[src/rtl/ildb_pkg.sv]
// Package for the interrupt line lockout debounce block.
// Holds widths, request and status codes, and the controller/datapath link types.
// No dependencies.
`default_nettype none

package ildb_pkg;

	localparam int LINES           = 16;
	localparam int LINE_W          = 4;
	localparam int TIME_W          = 32;
	localparam int DEFAULT_LOCK_MS = 200;

	typedef logic [LINE_W-1:0] line_t;
	typedef logic [TIME_W-1:0] ms_t;

	typedef enum logic [1:0] {
		FUNC_TICK   = 2'd0,
		FUNC_EVENT  = 2'd1,
		FUNC_PERIOD = 2'd2,
		FUNC_NONE   = 2'd3
	} func_t;

	typedef enum logic [1:0] {
		ST_FIRED      = 2'd0,
		ST_LOCKED     = 2'd1,
		ST_UNLOCKED   = 2'd2,
		ST_NO_HANDLER = 2'd3
	} status_t;

	typedef enum logic {
		CTL_IDLE = 1'b0,
		CTL_EXEC = 1'b1
	} ctl_state_t;

	// controller -> datapath
	typedef struct packed {
		logic load_req;
		logic exec;
	} ildb_cmd_t;

	// datapath -> controller
	typedef struct packed {
		logic is_event;
	} ildb_stat_t;

endpackage

`default_nettype wire

[src/rtl/ildb_datapath.sv]
// Datapath: request register, millisecond clock, per-line lock state and periods,
// handler mask and the result register. Uses ildb_pkg.
`default_nettype none

module ildb_datapath (
	input  wire logic                    clk,
	input  wire logic                    arst_n,
	input  wire ildb_pkg::ildb_cmd_t     cmd,
	output ildb_pkg::ildb_stat_t         stat,
	input  wire logic [1:0]              func,
	input  wire logic [ildb_pkg::LINE_W-1:0] line,
	input  wire logic [ildb_pkg::TIME_W-1:0] period_value,
	input  wire logic                    cfg_we,
	input  wire logic [ildb_pkg::LINES-1:0] cfg_wdata,
	output logic [ildb_pkg::LINE_W-1:0]  event_line,
	output logic [1:0]                   status
);

	ildb_pkg::func_t  func_q;
	ildb_pkg::line_t  line_q;
	ildb_pkg::ms_t    period_q;
	ildb_pkg::ms_t    now_q;
	logic [ildb_pkg::LINES-1:0] mask_q;
	logic [ildb_pkg::LINES-1:0] locked_q;
	ildb_pkg::ms_t    start_q  [ildb_pkg::LINES];
	ildb_pkg::ms_t    lperiod_q [ildb_pkg::LINES];
	ildb_pkg::line_t  event_line_q;
	ildb_pkg::status_t status_q;

	ildb_pkg::ms_t     elapsed;
	logic              expired;
	ildb_pkg::status_t st_next;

	always_comb begin
		elapsed = now_q - start_q[line_q];
		expired = elapsed > lperiod_q[line_q];
		if (locked_q[line_q]) begin
			st_next = expired ? ildb_pkg::ST_UNLOCKED : ildb_pkg::ST_LOCKED;
		end else if (mask_q[line_q]) begin
			st_next = ildb_pkg::ST_FIRED;
		end else begin
			st_next = ildb_pkg::ST_NO_HANDLER;
		end
	end

	assign stat.is_event = (func_q == ildb_pkg::FUNC_EVENT);

	always_ff @(posedge clk) begin
		if (cmd.load_req) begin
			func_q   <= ildb_pkg::func_t'(func);
			line_q   <= line;
			period_q <= period_value;
		end
		if (cmd.exec && func_q == ildb_pkg::FUNC_EVENT) begin
			event_line_q <= line_q;
			status_q     <= st_next;
		end
	end

	always_ff @(posedge clk or negedge arst_n) begin
		if (!arst_n) begin
			now_q    <= '0;
			mask_q   <= '0;
			locked_q <= '0;
			for (int i = 0; i < ildb_pkg::LINES; i++) begin
				start_q[i]   <= '0;
				lperiod_q[i] <= ildb_pkg::ms_t'(ildb_pkg::DEFAULT_LOCK_MS);
			end
		end else begin
			if (cfg_we) begin
				mask_q <= cfg_wdata;
			end
			if (cmd.exec) begin
				unique case (func_q)
					ildb_pkg::FUNC_TICK: begin
						now_q <= now_q + 1'b1;
					end
					ildb_pkg::FUNC_PERIOD: begin
						lperiod_q[line_q] <= period_q;
					end
					ildb_pkg::FUNC_EVENT: begin
						if (st_next == ildb_pkg::ST_FIRED) begin
							locked_q[line_q] <= 1'b1;
							start_q[line_q]  <= now_q;
						end else if (st_next == ildb_pkg::ST_UNLOCKED) begin
							locked_q[line_q] <= 1'b0;
						end
					end
					default: begin
					end
				endcase
			end
		end
	end

	assign event_line = event_line_q;
	assign status     = status_q;

endmodule

`default_nettype wire

[src/rtl/ildb_ctrl.sv]
// Controller: takes one request, runs it through the datapath, and owns
// the result valid flag. Uses ildb_pkg.
`default_nettype none

module ildb_ctrl (
	input  wire logic                 clk,
	input  wire logic                 arst_n,
	input  wire logic                 in_valid,
	output logic                      in_ready,
	output logic                      out_valid,
	input  wire logic                 out_ready,
	input  wire ildb_pkg::ildb_stat_t stat,
	output ildb_pkg::ildb_cmd_t       cmd
);

	ildb_pkg::ctl_state_t state_q, state_d;
	logic out_valid_q, out_valid_d;
	logic slot_free;

	assign slot_free = !out_valid_q || out_ready;

	always_ff @(posedge clk or negedge arst_n) begin
		if (!arst_n) begin
			state_q     <= ildb_pkg::CTL_IDLE;
			out_valid_q <= 1'b0;
		end else begin
			state_q     <= state_d;
			out_valid_q <= out_valid_d;
		end
	end

	always_comb begin
		state_d      = state_q;
		cmd.load_req = 1'b0;
		cmd.exec     = 1'b0;
		in_ready     = 1'b0;
		out_valid_d  = out_valid_q && !out_ready;
		unique case (state_q)
			ildb_pkg::CTL_IDLE: begin
				in_ready     = 1'b1;
				cmd.load_req = in_valid;
				if (in_valid) begin
					state_d = ildb_pkg::CTL_EXEC;
				end
			end
			ildb_pkg::CTL_EXEC: begin
				// an event waits until the result register can take its result
				if (!stat.is_event || slot_free) begin
					cmd.exec = 1'b1;
					state_d  = ildb_pkg::CTL_IDLE;
					if (stat.is_event) begin
						out_valid_d = 1'b1;
					end
				end
			end
			default: begin
				state_d = ildb_pkg::CTL_IDLE;
			end
		endcase
	end

	assign out_valid = out_valid_q;

endmodule

`default_nettype wire

[src/rtl/interrupt_line_lockout_debounce.sv]
// Top level of the interrupt line lockout debounce block.
// Instantiates ildb_ctrl and ildb_datapath; uses ildb_pkg.
`default_nettype none

// Each request is first registered; then the line's lock state is looked up,
// the elapsed time compared with its period and the state updated.
// The two-state controller takes no new request until the last has executed.
// Interrupt events produce one result, held in an output register, so a new
// request is taken while a result waits; an event stalls in its execute state
// only if the previous result has still not been taken. Ticks, period writes
// and unused codes produce no result. The user must write the handler mask
// through cfg_we/cfg_wdata while the block is idle; the block does not enforce it.

module interrupt_line_lockout_debounce (
	input  wire logic                        clk,
	input  wire logic                        arst_n,
	input  wire logic                        in_valid,
	output logic                             in_ready,
	input  wire logic [1:0]                  func,
	input  wire logic [ildb_pkg::LINE_W-1:0] line,
	input  wire logic [ildb_pkg::TIME_W-1:0] period_value,
	output logic                             out_valid,
	input  wire logic                        out_ready,
	output logic [ildb_pkg::LINE_W-1:0]      event_line,
	output logic [1:0]                       status,
	input  wire logic                        cfg_we,
	input  wire logic [ildb_pkg::LINES-1:0]  cfg_wdata
);

	ildb_pkg::ildb_cmd_t  cmd;
	ildb_pkg::ildb_stat_t stat;

	ildb_ctrl u_ctrl (
		.clk       (clk),
		.arst_n    (arst_n),
		.in_valid  (in_valid),
		.in_ready  (in_ready),
		.out_valid (out_valid),
		.out_ready (out_ready),
		.stat      (stat),
		.cmd       (cmd)
	);

	ildb_datapath u_dp (
		.clk          (clk),
		.arst_n       (arst_n),
		.cmd          (cmd),
		.stat         (stat),
		.func         (func),
		.line         (line),
		.period_value (period_value),
		.cfg_we       (cfg_we),
		.cfg_wdata    (cfg_wdata),
		.event_line   (event_line),
		.status       (status)
	);

endmodule

`default_nettype wire

[config.mk]
export PLATFORM = sky130hd
export DESIGN_NAME = interrupt_line_lockout_debounce
export DESIGN_NICKNAME = d
export VERILOG_FILES = /design/src/rtl/ildb_pkg.sv /design/src/rtl/ildb_datapath.sv /design/src/rtl/ildb_ctrl.sv /design/src/rtl/interrupt_line_lockout_debounce.sv
export SDC_FILE = /design/constraint.sdc
export NUM_CORES = 2
export LEC_CHECK = 0
export BUFFER_PORTS_ARGS = -buffer_cell sky130_fd_sc_hd__buf_2
export CAP_MARGIN = 20
export CORE_MARGIN = 5
export CORE_UTILIZATION = 45
export CTS_CLUSTER_DIAMETER = 150
export DETAILED_ROUTE_END_ITERATION = 10
export PLACE_DENSITY = 0.62
export SYNTH_ARGS = -nofsm -noshare
export SYNTH_HDL_FRONTEND = slang
export SYNTH_SLANG_ARGS = --single-unit
[constraint.sdc]
create_clock -name clk -period 15.2 [get_ports clk]
set_input_delay 2.28 -clock clk [delete_from_list [all_inputs] [get_ports clk]]
set_output_delay 2.28 -clock clk [all_outputs]
set_load 0.05 [all_outputs]
### After elaboration in Yosys (flattened, before gate mapping)

Cells that the tools add are included.

| storage, ports and cells | value |
|---|---|
| output and inout bits | 8 |
| bits in registers | 1,134 |
| logic and storage cells | 104 |

| cells by class | value |
|---|---|
| magnitude comparators | 5 |
| $add $sub $neg | 2 |
| bitwise logic cells | 5 |
| eq/ne operators | 3 |
| reduce and logical (&&, ||, !) cells | 16 |
| multiplexer cells | 31 |

Operators by type and width:

| kind | count |
|---|---|
| $bwmux 512 | 2 |
| $bmux 32 s4 | 2 |
| $mux 32 | 5 |
| $demux 32 s4 | 1 |
| $add 32x1->32 const B | 1 |
| $gt 32x32->1 | 1 |
| $mux 16 | 2 |
| $sub 32x32->32 | 1 |
| $and 16x16->16 | 1 |
| $not 16->16 | 1 |
| $or 16x16->16 | 1 |
| $mux 1 | 12 |
| $bmux 1 s4 | 2 |
| $mux 2 | 3 |
| $reduce_and 3->1 | 2 |
| $ge 5x5->1 const B | 1 |
| $lt 4x5->1 const B | 1 |
| $lt 5x1->1 const B | 1 |
| $not 4->5 | 1 |
| $demux 1 s4 | 1 |
| $eq 2x2->1 const B | 2 |
| $ge 4x1->1 const B | 1 |
| $logic_and 1x1->1 | 4 |
| $logic_not 2->1 | 2 |
| 7 further kinds | 11 |

### Depth between registers and ports, before layout

| depth | value |
|---|---|
| depth in word-level cells | 11 |
| depth in mapped cells | 27 |

### By module

A second synthesis with hierarchy kept.

| unflattened totals | value |
|---|---|
| cells, all modules | 3,994 |
| area, all modules | 53,231.1 µm² |

Modules (own cells, without submodules):

| module | seq. area each (µm²) | area each (µm²) | instances | cells an instance |
|---|---|---|---|---|
| ildb_datapath | 28,607.4 | 53,137.2 | 1 | 3,984 |
| ildb_ctrl | 50.0 | 93.8 | 1 | 10 |

### Worst setup path after synthesis

Ideal clock, no wire load.

| timing path | value |
|---|---|
| path kind | register to register |
| from | register u_dp.line_q[0] |
| to | register u_dp.status_q[0], in the netlist u_dp.status[0], data pin |
| arrival | 6,258 ps |
| cell stages (with the launch flop) | 24 |
| path slack | 8,672 ps |
| setup time | 270 ps |
| path buffers | 5 |
| path through | edfxtp_1 buf_6 clkbuf_1 clkbuf_1 buf_1 mux4_2 mux4_2 inv_1 ha_1 and3_1 a221oi_1 o21ai_0 nor3b_1 o21ai_0 a31oi_1 o41ai_1 xnor2_1 ha_1 and4_1 nand4_1 or3_1 o21ai_1 clkbuf_1 a21oi_1 |

| between the ends | value |
|---|---|
| cells in the longest elaborated chain, start to end | 8 |

Ends and longest elaborated chain:

| item | RTL line | text |
|---|---|---|
| start: declaration | ildb_datapath.sv:20 | `ildb_pkg::line_t line_q;` |
| start signal: assignment | ildb_datapath.sv:51 | `line_q <= line;` |
| $not 4->5 (not written as such) | ildb_datapath.sv:35, ildb_datapath.sv:36 |  |
| $bmux 32 s4 | ildb_datapath.sv:35 | `elapsed = now_q - start_q[line_q];` |
| $mux 32 (not written as such) (2 in a row) | ildb_datapath.sv:35 |  |
| $sub 32x32->32 | ildb_datapath.sv:35 |  |
| $gt 32x32->1 | ildb_datapath.sv:36 | `expired = elapsed > lperiod_q[line_q];` |
| $mux 2 | ildb_datapath.sv:38 | `st_next = expired ? ildb_pkg::ST_UNLOCKED : ildb_pkg::ST_LOCKED;` |
| $mux 2 (*) | ildb_datapath.sv:37 | `if (locked_q[line_q]) begin` |
| named net u_dp.st_next[0] | ildb_datapath.sv:32 | `ildb_pkg::status_t st_next;` |
| end signal: assignment | ildb_datapath.sv:56 | `status_q <= st_next;` |
| end: declaration | ildb_datapath.sv:28 | `ildb_pkg::status_t status_q;` |

The timed path passes the listed nets; every way through them passes the cells marked *. The select of a mux whose other input is x is not followed.
A chain may end at the register's enable or synchronous reset.

### Final worst setup path

Ends and elaborated chain as after synthesis.

==> impl_metrics.csv <==
group,metric,value,unit
critical_path,required_worst_endpoint,15.61,ns
drt,initialDrtViolationCount,2019,
logic_synthesis,async_flop_share,0.961,
drt,drt_pre_antenna_iters,5,
floorplanning,core,117000,um^2
global_routing,maximum_number_of_pins_on_one_net_before_global_route_repair,191,
logic_synthesis,cells_taking_the_most_area_after_synthesis,"dfrtp_1, mux4_2, mux2_2",
place,globalplace.congestion,0.846,
critical_path,crit_path_cell_trace,"buf_4 > buf_12 > buf_4 > mux4_2 > mux4_2 > inv_1 > ha_1 > a21oi_1 > o21ai_0 > a31oi_1 > nor3_1 > nor2_1 > a31oi_1 > o41ai_1 > xnor2_1 > ha_1 > and4_1 > nand4_1 > or3_1 > o21ai_1 > buf_4 > a21oi_1",
clock_tree,clock_sink_count,1134,
clock_tree,postCtsSetupBuffers,0,
logic_synthesis,ys.flop_type,"dfrtp_1",
power,pwr-share-clk,0.401,
critical_path,worst_path_largest_cell_delay,0.82,ns
logic_synthesis,post_synth_xor_area_fraction,0.0101,
logic_synthesis,yosysTopAreaCellShare,0.492,
clock_tree,numCtsBuffers,117,
layout,drive_gt1_frac,0.395,
logic_synthesis,muxShareOfSynthArea,0.362,
critical_path,endpoint_kind,"flip-flop",
timing,final.period_utilization,0.478,
logic_synthesis,synth_fa_ha_area_frac,0.0157,
logic_synthesis,synth_top_family_by_area,"multiplexers",
critical_path,worst-endpoint-arrival,7.68,ns
floorplanning,die_height,353,um
clock_tree,clkLatencyLatePin,0.71,ns
floorplanning,chipWidth,353,um
critical_path,worst_path_dominant_cell_family,"buffers and inverters",
clock_tree,htree_num_levels,3,
power,power_leakage,0.0279,uW
timing,min_period,7.27,ns
timing,tns,0,ns
run_status,outcome,"completed",
drt,route.detailed.drc,0,
global_routing,grt.overflow.total,0,
drt,post_route_ant_nets,0,
critical_path,critPathMostFrequentCell,"buf_4",
global_routing,grt_use_met3,0.0286,
hold_path,holdCritPathClass,"reg2reg",
critical_path,worst_setup_path_start_kind,"flip-flop",
logic_synthesis,synth_nets,3473,
power,power.combinational.fraction,0.139,
job,cap_viol_max_count,0,
layout,layout.core_utilization,0.502,
logic_synthesis,synth.yosys.seq_area_share,0.541,
timing,max-slew-margin-rel,0.234,
power,switching_power_share_of_the_total,0.257,
timing,fmax,0.138,GHz
drt,total_routed_wirelength,132,mm
power,switchingPower,1880,uW
timing,fin_worst_skew,0.0317,ns
floorplanning,std_cell_rows,125,
logic_synthesis,synthCells,3348,
drt,avgViaCountPerCell,5.93,
drt,route.detailed.wl_per_inst,26.8,um
logic_synthesis,number_of_synthesized_flops_with_an_enable_pin,44,
layout,antennaDiodeCount,0,
power,seq_power_share,0.460,
global_routing,initial_antenna_violation_count,2,
layout,finish.cell_count_without_fillers,4933,
global_routing,gr-usage-met1,0.294,
logic_synthesis,synth.ff_latch_count,1134,
critical_path,worstPathBufferInverterCount,5,
timing,timing_hold_violations_final,0,
clock_tree,cts.hold.buffers_added,0,
layout,area_delta_synth_final,10.4,%
place,dp_cells,4709,
logic_synthesis,ys_warn_count,0,
clock_tree,cts-resized-gates,0,
global_routing,grt_busiest_layer,"met2",
place,buffer_ports.inserted,66,
logic_synthesis,syn_avg_cell_area,15.8,um^2
timing,setup_violations,0,
clock_tree,cts_tree,"built",
global_routing,grt_pass1_vias,32500,
drt,route.vias.total,29200,
floorplanning,io_pins,67,
logic_synthesis,synth_compound_gate_area_share,0.0196,
clock_tree,cts_root_buf,"clkbuf_16",
clock_tree,clkTransAtPathRegs,0.06,ns
timing,final_max_slew_viol_count,0,
critical_path,worst-path-max-fanout,84,
global_routing,grtUsageTotal,0.214,
critical_path,type_of_the_worst_setup_path,"reg2reg",
clock_tree,ctsLongestPathBuffers,3,
critical_path,critPathSlowestCell,"buf_4",
logic_synthesis,yosysUniqueCellTypes,58,
floorplanning,initial_utilization,0.455,
power,cellPowerDensity,125,nW/um^2
timing,max_slew.worst_pin.slew,1.15,ns
place,hpwl,75.5,mm
power,intPower,5430,uW
floorplanning,floorplan.die_area,125000,um^2
logic_synthesis,synth-simple-area-share,0.0216,
layout,num-nets-final,3432,
global_routing,met2_usage_in_global_routing,0.363,
global_routing,first_pass_grt_wire_length,205,mm
timing,grt_setup_unrepaired,"false",
logic_synthesis,yosys.area.top_type,"dfrtp_1",
logic_synthesis,mappedNetlistArea,53000,um^2
power,irDropWorstVdd,0.0000903,V
==> final timing paths <==
kind / startpoint / to / slack [ns] / cells after the start
worst max-delay path: u_dp.line_q[0] / u_dp.status[0] / 7.93 / 22
worst min-delay path: u_dp.start_q[32] / u_dp.start_q[32] / 0.48 / 2
worst max register to register: u_dp.line_q[0] / u_dp.status[0] / 7.93 / 22
worst min register to register: u_dp.start_q[32] / u_dp.start_q[32] / 0.48 / 2
max in group asynchronous: arst_n / u_dp.lperiod_q[128] / 11.12 / 3
min in group asynchronous: arst_n / u_dp.start_q[370] / 1.65 / 1
==> cell usage after synthesis, types with 5 or more instances <==
master,number
dfstp_2,48
inv_1,69
o21ai_0,38
ha_1,65
nor2b_1,11
nor2_1,38
dfrtp_1,1042
mux2_4,48
xor2_1,19
nand3_1,21
nand2b_1,9
and3_1,10
o21bai_1,6
a21o_1,20
o21a_1,5
a21oi_1,55
buf_2,24
buf_4,23
a41oi_1,16
buf_1,44
nand2_4,16
xnor2_1,42
a31oi_1,8
edfxtp_1,44
nand4_1,13
and2_1,5
mux2_1,400
mux4_2,330
clkbuf_1,169
nand2_1,63
buf_6,21
mux2_2,577
nor3_1,12
==> worst reg2reg max path: stages (launching register included) <==
cell      delay, ns
edfxtp_1       0.32
buf_4          0.36
buf_12         0.57
buf_4          0.86
mux4_2         0.61
mux4_2         0.47
inv_1          0.19
ha_1           0.34
a21oi_1        0.29
o21ai_0        0.13
a31oi_1        0.27
nor3_1         0.07
nor2_1         0.15
a31oi_1        0.11
o41ai_1        0.37
xnor2_1        0.14
ha_1           0.31
and4_1         0.22
nand4_1        0.13
or3_1          0.35
o21ai_1        0.34
buf_4          0.30
a21oi_1        0.10
==> metrics by stage <==
stage	power (uW)	setup slack (ns)	cell area, um^2	hold WS [ns]
final	7300	7.93	58500	0.482
after global routing	7610	7.37	58500	0.494
after CTS	7370	7.84	58400	0.482
after detailed placement	4430	7.85	54400	0.465
after global placement	4350	7.47	54400	0.457
after floorplan	4080	8.67	53000	0.424
==> power by group through the flow <==
stage,Sequential (uW),Clock (uW),Combinational [uW]
after floorplan,3360,0,724
after global placement,3390,0,962
after detailed placement,3420,0,1010
after CTS,3360,2990,1010
after global routing,3380,3120,1110
final,3360,2930,1010
==> sequential cells by signal, indices dropped and copies added (netlist names), named ones only <==
| name | cells |
|---|---|
| u_dp.line_q | 4 |
| u_dp.now_q | 32 |
| u_dp.mask_q | 16 |
| u_ctrl.out_valid | 1 |
| u_dp.event_line | 4 |
| u_dp.status | 2 |
| u_dp.period_q | 32 |
| u_dp.start_q | 512 |
| u_ctrl.state_q | 1 |
| u_dp.func_q | 2 |
| u_dp.lperiod_q | 512 |
==> cell families after synthesis <==
group | Yosys count
AND/OR/NAND/NOR | 214
adder cells (fa/ha/maj) | 66
AO/OA/AOI/OAI | 166
multiplexers | 1355
flip-flops | 1134
XOR/XNOR | 61
buffers and inverters | 352
==> cell usage in the layout (no fill, tap or decap), drive strengths merged, types with 10 or more instances in the layout <==
master	instances
clkinv	23
xnor2	42
mux4	330
edfxtp	44
a21oi	55
ha	65
and3	10
o21ai	39
nand2	79
nand3	21
a41oi	16
inv	73
mux2	1025
nor2	38
a21o	20
nor3	12
dfrtp	1042
buf	122
dfstp	48
xor2	19
nand4	13
nor2b	12
clkbuf	184
==> area by class of cell <==
cell class | instances | area, um^2
fill | 9626 | 58100
sequential | 1134 | 28700
multi-input combinational | 1862 | 22800
clock buffer | 184 | 3490
tap | 1524 | 1910
timing repair buffer | 122 | 855
clock inverter | 37 | 474
inverter | 70 | 263
==> per-layer routing <==
layer / vias to the layer above / routed length, um
met4: 0 / 2980
li1: 12300 / -
met3: 199 / 4320
met2: 594 / 66300
met5: - / 0
met1: 16100 / 58800
(Power assumes the default switching activity.)
